`src/hdl/iecho_pkg.sv`:
```
// Shared constants, types and checksum helpers for the ICMP echo responder.
`default_nettype none
package iecho_pkg;

    localparam int BUF_BYTES = 64;
    localparam int PAD_BYTES = 32;
    localparam int PING_LEN  = 8 + PAD_BYTES;
    localparam int EMIT_MAX  = (BUF_BYTES > PING_LEN) ? BUF_BYTES : PING_LEN;

    localparam int ADDR_W = $clog2(BUF_BYTES);
    localparam int CNT_W  = $clog2(BUF_BYTES + 2);
    localparam int IDX_W  = $clog2(EMIT_MAX + 2);
    localparam int LEN_W  = 7;

    // request codes
    localparam logic [1:0] REQ_BYTE = 2'd0;
    localparam logic [1:0] REQ_TICK = 2'd1;
    localparam logic [1:0] REQ_PING = 2'd2;

    // result kinds
    localparam logic [1:0] KIND_REPLY   = 2'd0;
    localparam logic [1:0] KIND_REQUEST = 2'd1;
    localparam logic [1:0] KIND_RTT     = 2'd2;

    // ICMP message types
    localparam logic [7:0] TYPE_ECHO_REPLY = 8'd0;
    localparam logic [7:0] TYPE_ECHO_REQ   = 8'd8;

    localparam logic [7:0]  PAD_FILL = 8'hA5;
    localparam logic [15:0] SUM_GOOD = 16'hFFFF;

    // header byte positions
    localparam int POS_TYPE    = 0;
    localparam int POS_CODE    = 1;
    localparam int POS_CSUM_HI = 2;
    localparam int POS_CSUM_LO = 3;
    localparam int POS_ID_HI   = 4;
    localparam int POS_ID_LO   = 5;
    localparam int POS_SEQ_HI  = 6;
    localparam int POS_SEQ_LO  = 7;
    localparam int MIN_LEN     = 8;

    typedef enum logic [1:0] {
        ST_IDLE,
        ST_FINISH,
        ST_EMIT
    } tx_state_t;

    typedef struct packed {
        logic [CNT_W-1:0] len;
        logic             too_long;
        logic             msg_ok;
        logic [7:0]       msg_type;
        logic [15:0]      msg_id;
        logic [15:0]      msg_seq;
        logic [15:0]      reply_csum;
    } rx_status_t;

    // ones-complement fold of a sum of a few 16-bit words
    function automatic logic [15:0] fold16(input logic [17:0] x);
        logic [16:0] t;
        t = 17'(x[15:0]) + 17'(x[17:16]);
        return t[15:0] + 16'(t[16]);
    endfunction

    function automatic logic [15:0] pad_sum();
        logic [15:0] s;
        s = '0;
        for (int i = 0; i < PAD_BYTES / 2; i++) begin
            s = fold16(18'(s) + 18'({PAD_FILL, PAD_FILL}));
        end
        if ((PAD_BYTES % 2) != 0) begin
            s = fold16(18'(s) + 18'({PAD_FILL, 8'h00}));
        end
        return s;
    endfunction

    localparam logic [15:0] PAD_SUM = pad_sum();

endpackage
`default_nettype wire

```
`src/hdl/iecho_ram.sv`:
```
// Generic single-write, single-read synchronous RAM with registered read data.
`default_nettype none
module iecho_ram #(
    parameter int WIDTH = 8,
    parameter int DEPTH = 64
) (
    input  wire logic                     clk,
    input  wire logic                     wr_en,
    input  wire logic [$clog2(DEPTH)-1:0] wr_addr,
    input  wire logic [WIDTH-1:0]         wr_data,
    input  wire logic                     rd_en,
    input  wire logic [$clog2(DEPTH)-1:0] rd_addr,
    output logic      [WIDTH-1:0]         rd_data
);

    logic [WIDTH-1:0] mem [DEPTH];

    always_ff @(posedge clk)
    begin
        if (wr_en)
        begin
            mem[wr_addr] <= wr_data;
        end
        if (rd_en)
        begin
            rd_data <= mem[rd_addr];
        end
    end

endmodule
`default_nettype wire

```
`src/hdl/iecho_rx.sv`:
```
// Receive side: byte count, running checksums, header capture and buffer writes.
`default_nettype none
module iecho_rx
    import iecho_pkg::*;
(
    input  wire logic              clk,
    input  wire logic              rst_n,
    input  wire logic              byte_en,
    input  wire logic [7:0]        data_byte,
    input  wire logic              clear,
    output logic                   wr_en,
    output logic      [ADDR_W-1:0] wr_addr,
    output logic      [7:0]        wr_data,
    output rx_status_t             status
);

    logic [CNT_W-1:0] cnt_reg, cnt_next;
    logic             too_long_reg, too_long_next;
    logic [15:0]      sum_reg, sum_next;
    logic [15:0]      rsum_reg, rsum_next;
    logic             odd_reg, odd_next;
    logic [7:0]       high_reg, high_next;
    logic [7:0]       type_reg, type_next;
    logic [15:0]      id_reg, id_next;
    logic [15:0]      seq_reg, seq_next;

    logic [15:0] word;
    logic [15:0] rword;
    logic [15:0] tail;
    logic [15:0] s_fin;
    logic [15:0] r_fin;

    assign word = {high_reg, data_byte};

    // reply checksum: type byte reads as zero, checksum word drops out
    always_comb
    begin
        if (cnt_reg == CNT_W'(POS_CODE))
            rword = {8'h00, data_byte};
        else if (cnt_reg == CNT_W'(POS_CSUM_LO))
            rword = 16'h0000;
        else
            rword = word;
    end

    assign wr_en   = byte_en && (cnt_reg < CNT_W'(BUF_BYTES));
    assign wr_addr = cnt_reg[ADDR_W-1:0];
    assign wr_data = data_byte;

    always_comb
    begin
        cnt_next      = cnt_reg;
        too_long_next = too_long_reg;
        sum_next      = sum_reg;
        rsum_next     = rsum_reg;
        odd_next      = odd_reg;
        high_next     = high_reg;
        type_next     = type_reg;
        id_next       = id_reg;
        seq_next      = seq_reg;
        if (clear)
        begin
            cnt_next      = '0;
            too_long_next = 1'b0;
            sum_next      = '0;
            rsum_next     = '0;
            odd_next      = 1'b0;
            high_next     = '0;
        end
        else if (byte_en)
        begin
            if (cnt_reg < CNT_W'(BUF_BYTES))
            begin
                cnt_next = cnt_reg + CNT_W'(1);
            end
            else
            begin
                too_long_next = 1'b1;
                cnt_next      = CNT_W'(BUF_BYTES + 1);
            end
            if (cnt_reg == CNT_W'(POS_TYPE))   type_next      = data_byte;
            if (cnt_reg == CNT_W'(POS_ID_HI))  id_next[15:8]  = data_byte;
            if (cnt_reg == CNT_W'(POS_ID_LO))  id_next[7:0]   = data_byte;
            if (cnt_reg == CNT_W'(POS_SEQ_HI)) seq_next[15:8] = data_byte;
            if (cnt_reg == CNT_W'(POS_SEQ_LO)) seq_next[7:0]  = data_byte;
            if (!odd_reg)
            begin
                high_next = data_byte;
                odd_next  = 1'b1;
            end
            else
            begin
                sum_next  = fold16(18'(sum_reg) + 18'(word));
                rsum_next = fold16(18'(rsum_reg) + 18'(rword));
                odd_next  = 1'b0;
            end
        end
    end

    always_ff @(posedge clk or negedge rst_n)
    begin
        if (!rst_n)
        begin
            cnt_reg      <= '0;
            too_long_reg <= 1'b0;
            sum_reg      <= '0;
            rsum_reg     <= '0;
            odd_reg      <= 1'b0;
            high_reg     <= '0;
        end
        else
        begin
            cnt_reg      <= cnt_next;
            too_long_reg <= too_long_next;
            sum_reg      <= sum_next;
            rsum_reg     <= rsum_next;
            odd_reg      <= odd_next;
            high_reg     <= high_next;
        end
    end

    always_ff @(posedge clk)
    begin
        type_reg <= type_next;
        id_reg   <= id_next;
        seq_reg  <= seq_next;
    end

    // odd-length tail counts as a word padded with a zero low byte
    assign tail  = odd_reg ? {high_reg, 8'h00} : 16'h0000;
    assign s_fin = fold16(18'(sum_reg) + 18'(tail));
    assign r_fin = fold16(18'(rsum_reg) + 18'(tail));

    always_comb
    begin
        status.len        = cnt_reg;
        status.too_long   = too_long_reg;
        status.msg_ok     = (cnt_reg >= CNT_W'(MIN_LEN)) && (s_fin == SUM_GOOD);
        status.msg_type   = type_reg;
        status.msg_id     = id_reg;
        status.msg_seq    = seq_reg;
        status.reply_csum = ~r_fin;
    end

endmodule
`default_nettype wire

```
`src/hdl/iecho_tx.sv`:
```
// Control and transmit side: message verdict, ping state, tick counter, result beats.
`default_nettype none
module iecho_tx
    import iecho_pkg::*;
(
    input  wire logic              clk,
    input  wire logic              rst_n,
    input  wire logic              accept,
    input  wire logic [1:0]        req_type,
    input  wire logic              last_byte,
    input  wire logic [31:0]       src_addr,
    input  wire logic [31:0]       ping_dest,
    input  wire logic [15:0]       ping_seq,
    input  wire rx_status_t        rx_stat,
    output logic                   rx_clear,
    output logic                   ready,
    output logic                   rd_en,
    output logic      [ADDR_W-1:0] rd_addr,
    input  wire logic [7:0]        rd_data,
    output logic                   out_valid,
    input  wire logic              out_ready,
    output logic      [1:0]        out_kind,
    output logic      [7:0]        out_byte,
    output logic                   out_last,
    output logic      [31:0]       dest_addr,
    output logic      [LEN_W-1:0]  out_length,
    output logic      [31:0]       round_trip
);

    tx_state_t state_reg, state_next;

    logic [31:0]      tick_reg, tick_next;
    logic [15:0]      exp_id_reg, exp_id_next;
    logic [15:0]      exp_seq_reg, exp_seq_next;
    logic [31:0]      sent_reg, sent_next;

    logic [1:0]       kind_reg, kind_next;
    logic [31:0]      dest_reg, dest_next;
    logic [IDX_W-1:0] len_reg, len_next;
    logic [15:0]      csum_reg, csum_next;
    logic [31:0]      rtt_reg, rtt_next;
    logic [IDX_W-1:0] idx_reg, idx_next;
    logic [IDX_W-1:0] pidx_reg, pidx_next;
    logic             pend_reg, pend_next;

    logic             ov_reg, ov_next;
    logic [1:0]       ok_reg;
    logic [7:0]       ob_reg;
    logic             ol_reg;
    logic [31:0]      od_reg;
    logic [LEN_W-1:0] olen_reg;
    logic [31:0]      ort_reg;

    logic        take_byte_last;
    logic        take_tick;
    logic        take_ping;
    logic        do_reply;
    logic        do_match;
    logic        issue;
    logic        load;
    logic        beat_last;
    logic [15:0] ping_csum;
    logic [7:0]  beat_byte;

    assign take_byte_last = accept && (req_type == REQ_BYTE) && last_byte;
    assign take_tick      = accept && (req_type == REQ_TICK);
    assign take_ping      = accept && (req_type == REQ_PING);

    assign do_reply = rx_stat.msg_ok && (rx_stat.msg_type == TYPE_ECHO_REQ)
                      && !rx_stat.too_long;
    assign do_match = rx_stat.msg_ok && (rx_stat.msg_type == TYPE_ECHO_REPLY)
                      && (rx_stat.msg_id == exp_id_reg) && (rx_stat.msg_seq == exp_seq_reg);

    assign ping_csum = ~fold16(18'(16'h0800) + 18'(tick_reg[15:0]) + 18'(ping_seq)
                               + 18'(PAD_SUM));

    // a read goes out only when the output register will be free for its data
    assign issue     = (state_reg == ST_EMIT) && !pend_reg && (idx_reg < len_reg)
                       && (!ov_reg || out_ready);
    assign load      = pend_reg;
    assign beat_last = ((IDX_W + 1)'(pidx_reg) + (IDX_W + 1)'(1)) == (IDX_W + 1)'(len_reg);

    // next state
    always_comb
    begin
        state_next = state_reg;
        case (state_reg)
            ST_IDLE:
            begin
                if (take_byte_last)
                    state_next = ST_FINISH;
                else if (take_ping)
                    state_next = ST_EMIT;
            end
            ST_FINISH:
            begin
                if (do_reply || do_match)
                    state_next = ST_EMIT;
                else
                    state_next = ST_IDLE;
            end
            ST_EMIT:
            begin
                if (load && beat_last)
                    state_next = ST_IDLE;
            end
            default:
                state_next = ST_IDLE;
        endcase
    end

    // control outputs
    always_comb
    begin
        ready    = 1'b0;
        rx_clear = 1'b0;
        rd_en    = 1'b0;
        case (state_reg)
            ST_IDLE:   ready    = 1'b1;
            ST_FINISH: rx_clear = 1'b1;
            ST_EMIT:   rd_en    = issue && (kind_reg == KIND_REPLY);
            default:   ready    = 1'b0;
        endcase
    end

    assign rd_addr = idx_reg[ADDR_W-1:0];

    // byte of the beat being loaded
    always_comb
    begin
        beat_byte = 8'h00;
        case (kind_reg)
            KIND_REPLY:
            begin
                if (pidx_reg == IDX_W'(POS_TYPE))
                    beat_byte = TYPE_ECHO_REPLY;
                else if (pidx_reg == IDX_W'(POS_CSUM_HI))
                    beat_byte = csum_reg[15:8];
                else if (pidx_reg == IDX_W'(POS_CSUM_LO))
                    beat_byte = csum_reg[7:0];
                else
                    beat_byte = rd_data;
            end
            KIND_REQUEST:
            begin
                if (pidx_reg == IDX_W'(POS_TYPE))
                    beat_byte = TYPE_ECHO_REQ;
                else if (pidx_reg == IDX_W'(POS_CODE))
                    beat_byte = 8'h00;
                else if (pidx_reg == IDX_W'(POS_CSUM_HI))
                    beat_byte = csum_reg[15:8];
                else if (pidx_reg == IDX_W'(POS_CSUM_LO))
                    beat_byte = csum_reg[7:0];
                else if (pidx_reg == IDX_W'(POS_ID_HI))
                    beat_byte = exp_id_reg[15:8];
                else if (pidx_reg == IDX_W'(POS_ID_LO))
                    beat_byte = exp_id_reg[7:0];
                else if (pidx_reg == IDX_W'(POS_SEQ_HI))
                    beat_byte = exp_seq_reg[15:8];
                else if (pidx_reg == IDX_W'(POS_SEQ_LO))
                    beat_byte = exp_seq_reg[7:0];
                else
                    beat_byte = PAD_FILL;
            end
            default:
                beat_byte = 8'h00;
        endcase
    end

    always_comb
    begin
        tick_next    = tick_reg;
        exp_id_next  = exp_id_reg;
        exp_seq_next = exp_seq_reg;
        sent_next    = sent_reg;
        kind_next    = kind_reg;
        dest_next    = dest_reg;
        len_next     = len_reg;
        csum_next    = csum_reg;
        rtt_next     = rtt_reg;
        idx_next     = idx_reg;
        pidx_next    = pidx_reg;
        pend_next    = 1'b0;
        ov_next      = ov_reg && !out_ready;
        if (take_tick)
        begin
            tick_next = tick_reg + 32'd1;
        end
        if (take_byte_last)
        begin
            dest_next = src_addr;
        end
        if (take_ping)
        begin
            exp_id_next  = tick_reg[15:0];
            exp_seq_next = ping_seq;
            sent_next    = tick_reg;
            dest_next    = ping_dest;
            kind_next    = KIND_REQUEST;
            len_next     = IDX_W'(PING_LEN);
            csum_next    = ping_csum;
            idx_next     = '0;
        end
        if (state_reg == ST_FINISH)
        begin
            idx_next = '0;
            if (do_reply)
            begin
                kind_next = KIND_REPLY;
                len_next  = IDX_W'(rx_stat.len);
                csum_next = rx_stat.reply_csum;
            end
            else
            begin
                kind_next = KIND_RTT;
                len_next  = IDX_W'(1);
                rtt_next  = tick_reg - sent_reg;
            end
        end
        if (issue)
        begin
            pend_next = 1'b1;
            pidx_next = idx_reg;
            idx_next  = idx_reg + IDX_W'(1);
        end
        if (load)
        begin
            ov_next = 1'b1;
        end
    end

    always_ff @(posedge clk or negedge rst_n)
    begin
        if (!rst_n)
        begin
            state_reg   <= ST_IDLE;
            tick_reg    <= '0;
            exp_id_reg  <= '0;
            exp_seq_reg <= '0;
            sent_reg    <= '0;
            pend_reg    <= 1'b0;
            ov_reg      <= 1'b0;
            idx_reg     <= '0;
            len_reg     <= '0;
            kind_reg    <= KIND_REPLY;
        end
        else
        begin
            state_reg   <= state_next;
            tick_reg    <= tick_next;
            exp_id_reg  <= exp_id_next;
            exp_seq_reg <= exp_seq_next;
            sent_reg    <= sent_next;
            pend_reg    <= pend_next;
            ov_reg      <= ov_next;
            idx_reg     <= idx_next;
            len_reg     <= len_next;
            kind_reg    <= kind_next;
        end
    end

    always_ff @(posedge clk)
    begin
        dest_reg <= dest_next;
        csum_reg <= csum_next;
        rtt_reg  <= rtt_next;
        pidx_reg <= pidx_next;
        if (load)
        begin
            ok_reg <= kind_reg;
            ob_reg <= beat_byte;
            ol_reg <= beat_last;
            if (kind_reg == KIND_RTT)
            begin
                od_reg   <= '0;
                olen_reg <= '0;
                ort_reg  <= rtt_reg;
            end
            else
            begin
                od_reg   <= dest_reg;
                olen_reg <= LEN_W'(len_reg);
                ort_reg  <= '0;
            end
        end
    end

    assign out_valid  = ov_reg;
    assign out_kind   = ok_reg;
    assign out_byte   = ob_reg;
    assign out_last   = ol_reg;
    assign dest_addr  = od_reg;
    assign out_length = olen_reg;
    assign round_trip = ort_reg;

endmodule
`default_nettype wire

```
`src/hdl/icmp_echo_responder_top.sv`:
```
// ICMP echo responder: message buffer RAM, receive unit and transmit sequencer.
// Message bytes and ticks are taken one per cycle while the sequencer is idle; the last
// byte of a message passes through a verdict state before the next item is taken.
// Each result beat is a buffer read (replies only), then an output register load.
// Input is held off while the beats of a result go out; the final beat may wait
// in the output register while new input is taken.
// Reset (rst_n low, asynchronous) clears counters, checksums and control; buffer
// contents are not cleared.
`default_nettype none
module icmp_echo_responder_top
    import iecho_pkg::*;
(
    input  wire logic              clk,
    input  wire logic              rst_n,
    input  wire logic              in_valid,
    output logic                   in_ready,
    input  wire logic [1:0]        req_type,
    input  wire logic [7:0]        data_byte,
    input  wire logic              last_byte,
    input  wire logic [31:0]       src_addr,
    input  wire logic [31:0]       ping_dest,
    input  wire logic [15:0]       ping_seq,
    output logic                   out_valid,
    input  wire logic              out_ready,
    output logic      [1:0]        out_kind,
    output logic      [7:0]        out_byte,
    output logic                   out_last,
    output logic      [31:0]       dest_addr,
    output logic      [LEN_W-1:0]  out_length,
    output logic      [31:0]       round_trip
);

    logic              accept;
    logic              byte_en;
    logic              rx_clear;
    rx_status_t        rx_stat;
    logic              wr_en;
    logic [ADDR_W-1:0] wr_addr;
    logic [7:0]        wr_data;
    logic              rd_en;
    logic [ADDR_W-1:0] rd_addr;
    logic [7:0]        rd_data;

    assign accept  = in_valid && in_ready;
    assign byte_en = accept && (req_type == REQ_BYTE);

    iecho_ram #(
        .WIDTH(8),
        .DEPTH(BUF_BYTES)
    ) u_buf (
        .clk     (clk),
        .wr_en   (wr_en),
        .wr_addr (wr_addr),
        .wr_data (wr_data),
        .rd_en   (rd_en),
        .rd_addr (rd_addr),
        .rd_data (rd_data)
    );

    iecho_rx u_rx (
        .clk       (clk),
        .rst_n     (rst_n),
        .byte_en   (byte_en),
        .data_byte (data_byte),
        .clear     (rx_clear),
        .wr_en     (wr_en),
        .wr_addr   (wr_addr),
        .wr_data   (wr_data),
        .status    (rx_stat)
    );

    iecho_tx u_tx (
        .clk        (clk),
        .rst_n      (rst_n),
        .accept     (accept),
        .req_type   (req_type),
        .last_byte  (last_byte),
        .src_addr   (src_addr),
        .ping_dest  (ping_dest),
        .ping_seq   (ping_seq),
        .rx_stat    (rx_stat),
        .rx_clear   (rx_clear),
        .ready      (in_ready),
        .rd_en      (rd_en),
        .rd_addr    (rd_addr),
        .rd_data    (rd_data),
        .out_valid  (out_valid),
        .out_ready  (out_ready),
        .out_kind   (out_kind),
        .out_byte   (out_byte),
        .out_last   (out_last),
        .dest_addr  (dest_addr),
        .out_length (out_length),
        .round_trip (round_trip)
    );

endmodule
`default_nettype wire

```
`config.mk`:
```
export PLATFORM = sky130hd
export DESIGN_NAME = icmp_echo_responder_top
export DESIGN_NICKNAME = d
export VERILOG_FILES = /design/src/hdl/iecho_pkg.sv /design/src/hdl/iecho_ram.sv /design/src/hdl/iecho_rx.sv /design/src/hdl/iecho_tx.sv /design/src/hdl/icmp_echo_responder_top.sv
export SDC_FILE = /design/constraint.sdc
export NUM_CORES = 1
export LEC_CHECK = 0
export BUFFER_PORTS_ARGS = -buffer_cell sky130_fd_sc_hd__buf_4
export CAP_MARGIN = 0
export CORE_MARGIN = 5
export CORE_UTILIZATION = 35
export CTS_CLUSTER_SIZE = 24
export DETAILED_ROUTE_END_ITERATION = 10
export GPL_ROUTABILITY_DRIVEN = 0
export GPL_TIMING_DRIVEN = 0
export PLACE_DENSITY = 0.48
export SYNTH_ARGS = -nofsm -noshare
export SYNTH_HDL_FRONTEND = slang
export SYNTH_HIERARCHICAL = 1
export SYNTH_SLANG_ARGS = --single-unit
```
`constraint.sdc`:
```
create_clock -name clk -period 7.52 [get_ports clk]
set_input_delay 1.504 -clock clk [delete_from_list [all_inputs] [get_ports clk]]
set_output_delay 1.504 -clock clk [all_outputs]
set_load 0.005 [all_outputs]
```
==> results.md, run 1 <==
Status:
- The flow ran to the end, and the final reports show no timing, DRC or antenna violations.

Clock network:
- The clock tree from TritonCTS is yes.
- The largest buffer count on any clock path is 3.
- At the later pin of the worst-skew pair, clock insertion delay measures 660 ps.
- CTS built an H-tree with a depth of 3.
- The count of hold-fix buffers inserted at cts is 0.
- The root cell of the clock tree is sky130_fd_sc_hd__clkbuf_16.
- Clock tree synthesis found a total of 878 sinks.
- After clock tree synthesis, the clock-pin slew on the worst setup and hold paths is 60 ps.
- The number of clock buffers inserted by TritonCTS is 98.

Power and ir drop:
- Dividing total power by cell area gives a power density of 322 nW/µm².
- The largest vdd supply drop is around 0.18 mV.
- The analysis attributes to cell leakage a power of 18.6 nW.

Floorplan:
- During I/O placement, the number of pins put on the boundary was 179.
- The floorplan has 129 rows.
- The width of the chip is 362 µm.
- The die covers approximately 130000 µm².
- The floorplan step set the die height to 362 µm.
- The floorplan step defined a core boundary enclosing 123000 µm².
- Once the floorplan was initialized, standard cells occupied 35.2% of the core.

Critical path:
- The worst setup path is captured at a register.
- The cell at the slowest stage of the critical path is sky130_fd_sc_hd__fa_1.
- The worst setup path is launched from a primary input.
- The data arrival time at the worst-slack endpoint is 7680 ps.
- The critical path's most frequent cell is sky130_fd_sc_hd__inv_1.
- The buffers plus inverters on the worst setup path is 5.
- At the worst endpoint, the required time is 8110 ps.
- Grouping stages by cell kind, the critical path spends the most delay in compound AO/OA/AOI/OAI gates.
- On the worst path, the slowest cell contributes a delay of 420 ps.
- By startpoint and endpoint, the worst setup path is classified as primary input to register.
- Of all nets on the critical path, the largest fanout is 9.

STA:
- The transition time of the tightest slew-check pin is 1320 ps.
- Setup slack closes at 428 ps.
- The worst path in the final design needs a cycle of 7090 ps, including I/O delays and setup.
- The tightest slew margin relative to the limit is about 11%.
- The number of pins exceeding their max-slew limit in the final report is 0.
- The final count of hold timing violations is 0.
- The worst clock skew on the final layout is ~20 ps.
- Setup repair after global routing left no endpoint under its margin.
- The tightest hold margin is approximately 500 ps.
- The number of endpoints failing setup at the final stage is 0.
- The upper clock frequency limit is roughly 0.14 GHz.
- The ratio of final minimum period to clock period is between 90% and 100%.

Routing:
- The residual DRC count is 0.
- The initial DRC count is 2175.
- The detail-routed net length per standard cell is 22.7 µm.
- Dividing the detail-routed via count by the number of cells gives 5.23.
- For this block, the routed nets add up to 122000 µm of wire.
- The count of nets left with antenna violations once routing finished came out at 0.
- The pre-antenna-repair detailed-routing pass consisted of 5 iterations.
- For this block, the via count after detailed routing is 28103.

GRT:
- The global-route wire length before repair is 181000 µm.
- For met2 alone, demand over resource in global routing was a little under a third.
- For met1 alone, demand over resource in global routing was 25.0%.
- The met3 global-route usage is 2.63%.
- The peak-usage layer in the global routing report is met2.
- The final global-route overflow total is 0.
- The via count of the first global-routing pass is between 20000 and 30000.
- Entering global routing, the biggest net connects 82 pins.
- The initial antenna violation count is 3.
- Global routing used 18.1% of the available tracks.

Final layout:
- The final net count is 3913.
- The register with the most flip-flops is u_buf/mem.
- Once layout is done, the placed cells without fillers occupy 50400 µm².
- Counting the fill cells in the layout gives 11609.
- From synthesis to final layout, the design area changed by 16.0%.
- The number of flip-flops under the largest register name is 512.
- The number of cells in the finished layout apart from fillers is between 5000 and 6000.
- The antenna diode instance count is 0.
- In the final layout, the share of cells above drive strength 1 is 16.6%.

Logic synthesis:
- The total of warnings raised by yosys is 6.
- The number of standard cells after synthesis is 3375.
- Counting flops and latches in the post-synthesis netlist gives 878.
- The cell area after synthesis is 43500 µm².
- In the synthesized netlist the dominant register cell turns out to be sky130_fd_sc_hd__edfxtp_1.
- For this run, the register share of the synthesized area comes to 58.6%.
- Synthesis produced a netlist with a net count of 3627.
- The synthesized netlist contains 106 unique library cells.
- The count of flip-flops with a built-in enable after synthesis is between 700 and 800.
- Of all flip-flops after synthesis, the portion carrying an async set or reset was 17.0%.
- Each instance of the synthesized netlist takes up on average 12.9 µm².

Worst hold path:
- The worst hold-check path type is register to register.

Placement:
- Once detailed placement completed, the half-perimeter wirelength came to 88300 µm.
- During placement, the flow inserted port buffers numbering 178.
- Once placement finished, the instance area stood at 47000 µm².
- Once placement completed, the tool counted placed cells totaling 5195.
- The pre-CTS setup slack is -933 ps.

Run:
- The number of violations of the max-capacitance limit is 0.
## power breakdown
part	total, mW	switching [mW]	internal [mW]
Combinational	5.03	2.94	2.09
Sequential	6.34	0.498	5.84
Clock	4.86	1.97	2.89
## layout by cell type (no fill, tap or decap), types with 16 or more instances in the layout
cell type	instances
sky130_fd_sc_hd__a31oi_1	18
sky130_fd_sc_hd__dfxtp_1	16
sky130_fd_sc_hd__a211oi_1	16
sky130_fd_sc_hd__buf_2	18
sky130_fd_sc_hd__clkbuf_16	101
sky130_fd_sc_hd__clkinv_2	16
sky130_fd_sc_hd__xnor2_1	164
sky130_fd_sc_hd__nor2b_1	49
sky130_fd_sc_hd__edfxtp_1	713
sky130_fd_sc_hd__nand2_1	337
sky130_fd_sc_hd__mux2_2	16
sky130_fd_sc_hd__clkbuf_1	88
sky130_fd_sc_hd__nor4_1	18
sky130_fd_sc_hd__nand3_1	79
sky130_fd_sc_hd__o21a_1	20
sky130_fd_sc_hd__nand4_1	32
sky130_fd_sc_hd__o22ai_1	20
sky130_fd_sc_hd__nor2_1	231
sky130_fd_sc_hd__ha_1	148
sky130_fd_sc_hd__a21oi_1	124
sky130_fd_sc_hd__nor3_1	56
sky130_fd_sc_hd__o21ai_0	129
sky130_fd_sc_hd__and2_1	94
sky130_fd_sc_hd__mux2i_1	31
sky130_fd_sc_hd__dfrtp_1	143
sky130_fd_sc_hd__xor2_1	67
sky130_fd_sc_hd__nand2b_1	30
sky130_fd_sc_hd__mux4_2	126
sky130_fd_sc_hd__buf_4	219
sky130_fd_sc_hd__and3_1	34
sky130_fd_sc_hd__a21o_1	49
sky130_fd_sc_hd__a22o_1	33
sky130_fd_sc_hd__inv_1	132
## cell type report
cell class / instances / area, µm² / area share (%)
buffer: 146 / 783 / 1.55
multi-input combinational: 2215 / 16900 / 33.4
timing repair buffer: 190 / 1500 / 2.97
inverter: 132 / 495 / 0.983
tap: 1637 / 2050 / 4.06
clock inverter: 52 / 601 / 1.19
clock buffer: 125 / 2670 / 5.29
sequential: 878 / 25500 / 50.5
## worst min-delay path: stages, from the launching register on
cell	delay, ps
sky130_fd_sc_hd__dfrtp_1	350
sky130_fd_sc_hd__nand2_1	60
sky130_fd_sc_hd__nand2_1	60
## per-stage QoR
step / util [%] / TNS, ps / power [mW]
after floorplan: - / 0 / 9.53
after global placement: 37.9 / -39990 / 11.4
after detailed placement: 38.0 / -17800 / 11.5
after CTS: 40.7 / 0 / 16.4
after global routing: 40.8 / 0 / 17.1
final: 40.8 / 0 / 16.2
## layer usage
| metal | wire length [µm] | share of wire (%) |
|---|---|---|
| met1 | 54000 | 44 |
| met3 | 6150 | 5.0 |
| met4 | 3020 | 2.5 |
| met2 | 58800 | 48 |
| met5 | 13 | 0.011 |
## kinds of logic after synthesis
group,Yosys count,synth area share (%)
xor gates and xnor gates,233,4.73
adders and majority gates,157,4.64
AOI/OAI and AO/OA,594,9.44
buffers and inverters,282,2.97
DFF,878,58.6
and+or+nand+nor,1058,12.0
muxes,173,7.66
## what timing repair did
item	in CTS	in global routing
endpoints found under the hold margin	0	0
resized for setup	13	22
endpoints found under the setup margin	34	60
buffers inserted	0	7
pin swaps	0	7
## synth_stat cells, drive strengths merged (73+ instances only)
cell type,number,area [µm²]
nor2,235,887
clkbuf,77,292
nand3,84,435
ha,150,1880
xnor2,166,1470
edfxtp,713,21400
a21oi,125,626
buf,73,504
dfrtp,149,3730
and2,96,601
o21ai,142,711
nand2,337,1260
mux4,126,2840
inv,132,495
## worst paths after layout
check / start / endpoint / slack (ps) / cells past startpoint
min in group asynchronous: rst_n / u_rx/sum_reg[10] / 800 / 1
hold reg to reg: u_tx/sent_reg[31] / u_tx/sent_reg[31] / 500 / 2
setup / recovery: ping_seq[1] / u_tx/csum_reg[11] / 430 / 31
max in group asynchronous: rst_n / u_tx/sent_reg[31] / 5810 / 2
hold / removal: u_tx/sent_reg[31] / u_tx/sent_reg[31] / 500 / 2
setup reg to reg: u_rx/cnt_reg[1] / u_rx/rsum_reg[14] / 510 / 29
Power figures use the tool's default switching activity.
==> run 2, diff against run 1 <==
--- a/config.mk
+++ b/config.mk
@@ -6,8 +6,8 @@
 export NUM_CORES = 1
 export LEC_CHECK = 0
 export BUFFER_PORTS_ARGS = -buffer_cell sky130_fd_sc_hd__buf_4
-export CAP_MARGIN = 0
-export CORE_MARGIN = 5
+export CAP_MARGIN = 20
+export CORE_MARGIN = 2
 export CORE_UTILIZATION = 35
 export CTS_CLUSTER_SIZE = 24
 export DETAILED_ROUTE_END_ITERATION = 10
==> run 2 against run 1 <==
Via count rose by 0.29%. Critical path type is now register to register. Largest cell class unchanged. Sequential share of layout area fell by 0.10 points. Largest power group unchanged. Global-route usage rose by 1.1 points. Clock skew rose by 11 ps. Setup slack improved by 180 ps.
==> results.md, run 2 (same netlist as run 1, synthesis figures left out) <==
Routing:
- The via count normalized by instance count came to 5.23 (about the same).
- The routed length on met2 is 58500 µm (-0.58%).
- The final antenna-violating net count is 0 (unchanged).
- The first-pass iteration count of the detailed router is 5 (unchanged).
- The wire length after detailed routing is 123000 µm (+0.53%).
- The routed length on met1 is 55300 µm (+2.4%).
- The uppermost layer routed is met4.
- The residual DRC count came to 0 (unchanged).
- The vias after detailed routing is 28184 (+0.29%).
- The initial DRC count is 2160 (-0.69%).
- The detail-routed net length per standard cell is 22.8 µm (+0.27%).
- The routed wire length on met3 is 5710 µm (-7.0%).

Clock network:
- The clock edge transition at the registers on the reported setup and hold paths came to 60 ps (about the same).
- The largest buffer count on any clock path was 3 (unchanged).
- The depth of the CTS H-tree is 3 (unchanged).
- CTS placed an instance of sky130_fd_sc_hd__clkbuf_16 at the clock tree root.
- The clock latency reported for the late side of the worst-skew pair is 690 ps (+30 ps).
- The number of sinks handled by clock tree synthesis was 878 (unchanged).
- The number of clock buffers inserted by TritonCTS was 99 (+1.0%).
- The clock tree from TritonCTS is yes.
- The count of hold-fix buffers inserted at cts came to 0 (unchanged).

Final layout:
- The share of cells above drive strength 1 is 16.8% (+0.20 points).
- The top cell types in the final layout, fill and taps aside, are sky130_fd_sc_hd__edfxtp_1 (713), sky130_fd_sc_hd__nand2_1 (336), sky130_fd_sc_hd__nor2_1 (230), sky130_fd_sc_hd__buf_4 (221), sky130_fd_sc_hd__xnor2_1 (164).
- The antenna diode instance count is 0 (unchanged).
- Leaving out fill and tap cells, the most frequent cell in the layout is sky130_fd_sc_hd__edfxtp_1.
- More flip-flops sit in one register than any other, and that register is u_buf/mem.
- The final net count is 3918 (+0.13%).
- The number of fill cells in the layout is 11553 (-0.48%).
- The growth of design area from synthesis to finish is 16.2%.
- The number of flip-flops under the largest register name is 512 (unchanged).

Critical path:
- The worst setup path is launched from a register.
- The highest net fanout along the worst path was 13 (+4).
- On the critical path the largest part of the delay comes from simple AND/OR/NAND/NOR gates.
- The maximum single-stage delay on the critical path is 530 ps (+110 ps).
- The data arrival time at the worst-slack endpoint is 7520 ps (-160 ps).
- The buffers plus inverters on the worst setup path is 3 (-2).
- The cell at the slowest stage of the critical path is sky130_fd_sc_hd__or4b_1.
- The endpoint class of the critical path is a register.
- The classification of the worst setup path is register to register.
- The critical path's most frequent cell is sky130_fd_sc_hd__a21o_1.
- The required time reported for the critical path endpoint came to 8130 ps (+20 ps).

STA:
- The total negative slack came to 0 ps (unchanged).
- The tightest hold margin is 505 ps (+4.88 ps).
- The worst clock skew on the final layout is 31.0 ps (+11.2 ps).
- The transition time of the tightest slew-check pin is 1090 ps (-232 ps).
- The final count of hold timing violations is 0 (unchanged).
- The ratio of final minimum period to clock period is 91.9% (-2.4 points).
- Setup repair after global routing left no endpoint under its margin.
- The tightest slew margin relative to the limit is 26.5% (+15 points).
- The upper clock frequency limit is 0.145 GHz (+2.6%).
- The final period demand of the worst path came to 6910 ps (-180 ps).
- The number of pins exceeding their max-slew limit in the final report was 0 (unchanged).
- The number of endpoints failing setup at the final stage is 0 (unchanged).

Floorplan:
- The die footprint is 127000 µm² (-3.3%).
- The total core area is 123000 µm² (unchanged).
- The I/O pin count came to 179 (unchanged).
- The starting density of the core is 35.2% (unchanged).
- The floorplan row count is 129 (unchanged).
- The vertical die dimension was 356 µm (-1.7%).
- The width of the chip is 356 µm (-1.7%).

Status:
- The run finished with clean final reports.

GRT:
- The global-route wire length before repair is 183000 µm (+1.6%).
- The final global-route overflow total is 0 (unchanged).
- The maximum number of pins on one net before global-route repair is 80 (-2.4%).
- The via count of the first global-routing pass is 27987 (+1.0%).
- The total routing resource utilization after global routing is 19.2% (+1.1 points).
- The initial antenna violation count is 4 (+1).

Run:
- The number of violations of the max-capacitance limit came to 0 (unchanged).

Placement:
- The detailed placer's ending HPWL came to 88400 µm (+0.14%).
- The quantity of I/O buffers inserted on ports came to 178 (unchanged).

Power and ir drop:
- The power per cell area came to 322 nW/µm² (+0.24%).
- The static leakage is 18.7 nW (+0.16%).
- The largest vdd supply drop is 0.196 mV (+12%).

Worst hold path:
- The worst hold path belongs to the class register to register.
## run 2: where the power goes
group	internal, mW	switching [mW]
Combinational	2.10	2.98
Sequential	5.84	0.490
Clock	2.86	2.03
## run 2: repair_timing
item | CTS | global route
endpoints found under the setup margin | 33 | 28
gates resized for setup | 11 | 30
pin swaps | 0 | 6
buffers inserted | 0 | 8
## run 2: final timing paths
| path | start | endpoint | slack [ps] | cells past startpoint |
|---|---|---|---|---|
| max | u_rx/odd_reg | u_tx/csum_reg[0] | 610 | 29 |
| min | u_tx/idx_reg[6] | u_tx/pidx_reg[6] | 500 | 0 |
| max reg2reg | u_rx/odd_reg | u_tx/csum_reg[0] | 610 | 29 |
| min reg2reg | u_tx/idx_reg[6] | u_tx/pidx_reg[6] | 500 | 0 |
| max in group asynchronous | rst_n | u_tx/sent_reg[24] | 5840 | 2 |
| min in group asynchronous | rst_n | u_rx/sum_reg[9] | 790 | 1 |
## run 2: cell type report
class	count	area, µm²	area share [%]
plain buffers	147	787	1.56
multi-input cells	2215	16900	33.4
clock inverters	67	682	1.35
repair buffers	193	1520	3.01
inverters	132	495	0.981
clock buffers	120	2640	5.22
flip-flops and latches	878	25500	50.4
well taps	1637	2050	4.05
## run 2: per-layer routing
layer / track usage [%] / vias to the layer above
met4: 5.57 / 0
li1: - / 13233
met3: 2.43 / 164
met2: 31.4 / 638
met1: 26.8 / 14149
met5: 0 / -
## run 2: through the flow
stage | utilization [%] | cells | setup slack (ps) | cell area, µm² | total power, mW
CTS | 40.8 | 5381 | 42.6 | 50400 | 16.4
detailed placement | 38.1 | 5196 | -860 | 47000 | 11.5
floorplan | - | 3375 | 879 | 43500 | 9.53
global placement | 37.9 | 5190 | -860 | 46900 | 11.5
finish | 40.9 | 5389 | 608 | 50500 | 16.3
global route | 40.9 | 5389 | 25.0 | 50500 | 17.1
==> run 3, diff against run 2 <==
--- a/config.mk
+++ b/config.mk
@@ -13,7 +13,8 @@
 export DETAILED_ROUTE_END_ITERATION = 10
 export GPL_ROUTABILITY_DRIVEN = 0
 export GPL_TIMING_DRIVEN = 0
-export PLACE_DENSITY = 0.48
+export PLACE_DENSITY_LB_ADDON = 0.08
+export RECOVER_POWER = 100
 export SYNTH_ARGS = -nofsm -noshare
 export SYNTH_HDL_FRONTEND = slang
 export SYNTH_HIERARCHICAL = 1
==> run 3 against run 2 <==
The flow now finishes with violations (capacitance limit, slew limit). First-iteration DRC count decreased by 0.28%. Fmax down 2.4%. Global-route usage grew 0.23 points. Clock skew down 9.2 ps. Non-clock buffer count is 1 lower. Sequential power about the same. Utilization is 0.46 points lower. Combinational power fell by 2%. Largest power group unchanged. Via count is 0.46% lower. Clock power down 4.1%.
==> results.md, run 3 (same netlist as run 1, synthesis figures left out) <==
Critical path:
- STA classifies the critical path endpoint as a register.
- The top cell family by delay on the critical path is simple AND/OR/NAND/NOR gates.
- The highest net fanout along the worst path came to 8 (-5).
- The required time reported for the critical path endpoint is 8080 ps (-50 ps).
- The classification of the worst setup path is register to register.
- The worst flop-to-flop path startpoint is u_rx/cnt_reg[0].
- The cell at the slowest stage of the critical path is sky130_fd_sc_hd__dfrtp_1.
- The data arrival time at the worst-slack endpoint is 7640 ps (+120 ps).
- The reg-to-reg setup timing slack is 440 ps (-170 ps).
- The startpoint type of the worst setup path is a register.
- By instance count, the cell type seen most on the critical path is sky130_fd_sc_hd__ha_1.
- The endpoint identified for the worst register-to-register timing path is u_rx/rsum_reg[14].
- The maximum single-stage delay on the critical path came to 490 ps (-40 ps).
- The buffers plus inverters on the worst setup path was 1 (-2).
- The worst reg-to-reg path cell count came to 28 (-3.4%).

Worst hold path:
- The worst hold path begins at u_tx/csum_reg[9].
- The min-delay analysis places its worst path in the category register to register.
- The count of cells along the worst hold path is 2 (+2).
- The end point of the worst hold path is u_tx/csum_reg[9].

GRT:
- The maximum number of pins on one net before global-route repair is 95 (+19%).
- The via count of the first global-routing pass came to 27584 (-1.4%).
- The global-route wire length before repair is 183000 µm (about the same).
- The initial antenna violation count is 6 (+2).
- The final global-route overflow total came to 0 (unchanged).
- The total routing resource utilization after global routing was 19.5% (+0.23 points).

Status:
- The final reports fail on capacitance limit, slew limit.
- The run finished, with violations left.

STA:
- The transition time of the tightest slew-check pin came to 3530 ps (+2440 ps).
- The tightest slew margin relative to the limit is -136% (-160 points).
- The upper clock frequency limit came to 0.141 GHz (-2.4%).
- The ratio of final minimum period to clock period is 94.1% (+2.2 points).
- The final worst setup slack was 440 ps (-167 ps).
- The number of endpoints failing setup at the final stage is 0 (unchanged).
- The final count of hold timing violations is 0 (unchanged).
- The worst clock skew on the final layout is 21.8 ps (-9.20 ps).
- Setup repair after global routing left no endpoint under its margin.
- The final period demand of the worst path is 7080 ps (+167 ps).
- The number of pins exceeding their max-slew limit in the final report is 750 (+750).

Floorplan:
- The width of the chip came to 356 µm (unchanged).
- The starting density of the core was 35.2% (unchanged).
- The I/O pin count is 179 (unchanged).
- The die footprint is 127000 µm² (unchanged).
- The total core area is 123000 µm² (unchanged).
- The floorplan row count was 129 (unchanged).
- The vertical die dimension is 356 µm (unchanged).

Clock network:
- The largest buffer count on any clock path came to 3 (unchanged).
- The number of sinks handled by clock tree synthesis is 878 (unchanged).
- CTS placed an instance of sky130_fd_sc_hd__clkbuf_16 at the clock tree root.
- The clock latency reported for the late side of the worst-skew pair is 680 ps (about the same).
- The count of hold-fix buffers inserted at cts is 0 (unchanged).
- TritonCTS built the clock tree.
- The number of clock buffers inserted by TritonCTS is 95 (-4.0%).
- The depth of the CTS H-tree is 3 (unchanged).
- The clock edge transition at the registers on the reported setup and hold paths is 60 ps (about the same).

Final layout:
- The share of the core filled with cells in the final layout is 40.5% (-0.46 points).
- The final net count is 3913 (-0.13%).
- From synthesis to final layout, the design area changed by 14.9%.
- The number of cells in the finished layout apart from fillers was 5382 (-0.13%).
- The most common cell after layout, fill and taps aside is sky130_fd_sc_hd__edfxtp_1.
- The register with the most flip-flops is u_buf/mem.
- The number of flip-flops under the largest register name was 512 (unchanged).
- In the layout the commonest cells are sky130_fd_sc_hd__edfxtp_1 (713), sky130_fd_sc_hd__nand2_1 (336), sky130_fd_sc_hd__nor2_1 (231), sky130_fd_sc_hd__clkbuf_1 (173), sky130_fd_sc_hd__xnor2_1 (164).
- The share of cells above drive strength 1 is 14.4% (-2.4 points).
- The number of fill cells in the layout is 11729 (+1.5%).

Placement:
- The number of cells after detailed placement came to 5195 (-0.019%).
- The detailed placer's ending HPWL is 89300 µm (+1.0%).
- The quantity of I/O buffers inserted on ports was 178 (unchanged).
- The pre-CTS setup slack is -875 ps (-15.3 ps).

Power and ir drop:
- The static leakage was 18.2 nW (-2.3%).
- The power per cell area came to 320 nW/µm² (-0.73%).
- The largest vdd supply drop was 0.194 mV (-1.3%).

Routing:
- The first-pass iteration count of the detailed router is 7 (+2).
- The final antenna-violating net count is 0 (unchanged).
- The via count normalized by instance count is 5.21 (-0.33%).
- The initial DRC count was 2154 (-0.28%).
- The vias after detailed routing was 28055 (-0.46%).
- The routed length on met1 is 57100 µm (+3.1%).
- The wire length after detailed routing is 125000 µm (+1.7%).
- The routed length on met2 is 59800 µm (+2.2%).
- The routed wire length on met3 was 5240 µm (-8.3%).
- The highest metal layer carrying signal wires in the routed design is met4.
- The detail-routed net length per standard cell is 23.2 µm (+1.8%).
- The residual DRC count is 0 (unchanged).

Run:
- The number of violations of the max-capacitance limit is 13 (+13).
run 3: final cells by class:
| type | instances | area, µm² | area share, % |
|---|---|---|---|
| clock inverter | 53 | 514 | 1.03 |
| buffer | 147 | 747 | 1.50 |
| inverter | 132 | 495 | 0.992 |
| timing repair buffer | 192 | 1210 | 2.41 |
| multi-input combinational | 2215 | 16900 | 33.8 |
| clock buffer | 126 | 2580 | 5.17 |
| antenna | 2 | 5.00 | 0.0100 |
| sequential | 878 | 25500 | 51.0 |
| tap | 1637 | 2050 | 4.10 |
run 3: worst reg2reg max path: cells and delay by family, from the launching register on:
| kind | cells | cell delay, ps |
|---|---|---|
| and+or+nand+nor | 14 | 3540 |
| adders and majority gates | 6 | 1660 |
| AOI/OAI and AO/OA | 6 | 990 |
| DFF | 1 | 490 |
| xor gates and xnor gates | 1 | 190 |
| buffers and inverters | 1 | 80 |
run 3: timing repair:
action | CTS | global route
pin swaps | 0 | 7
setup buffers | 0 | 8
gates resized for setup | 11 | 28
endpoints found under the setup margin | 56 | 64
run 3: report_power, final:
group / total [mW] / internal, mW / leakage (nW) / switching (mW)
Clock: 4.69 / 2.70 / 1.52 / 1.99
Sequential: 6.32 / 5.86 / 8.52 / 0.464
Combinational: 4.98 / 2.00 / 8.20 / 2.99
Total: 16.0 / 10.6 / 18.2 / 5.44
run 3: worst max-delay path by stage:
stage                     slack, ps  cells after the start           endpoint             from
after floorplan                 880                     29  u_tx/csum_reg[10]      ping_seq[1]
after global placement         -870                     30  u_tx/csum_reg[12]      ping_seq[1]
after detailed placement       -880                     30  u_tx/csum_reg[12]      ping_seq[1]
after CTS                        20                     31  u_tx/csum_reg[11]      ping_seq[1]
after global routing             20                     31   u_tx/rtt_reg[14]     u_rx/odd_reg
final                           440                     28  u_rx/rsum_reg[14]  u_rx/cnt_reg[0]
run 3: metrics by stage:
step	total power [mW]	cell area [µm²]	setup TNS (ps)	hold WS, ps
6_report	16.0	50000	0	496
5_1_grt	16.8	50000	0	529
4_1_cts	16.2	50100	0	496
3_5_place_dp	11.5	47000	-21030	486
3_3_place_gp	11.5	46900	-44570	490
2_1_floorplan	9.53	43500	0	448
run 3: layer usage:
layer	track usage [%]	up-vias
met5	0	-
met4	4.54	0
met3	3.21	148
met2	32.0	562
met1	26.9	14151
li1	-	13194
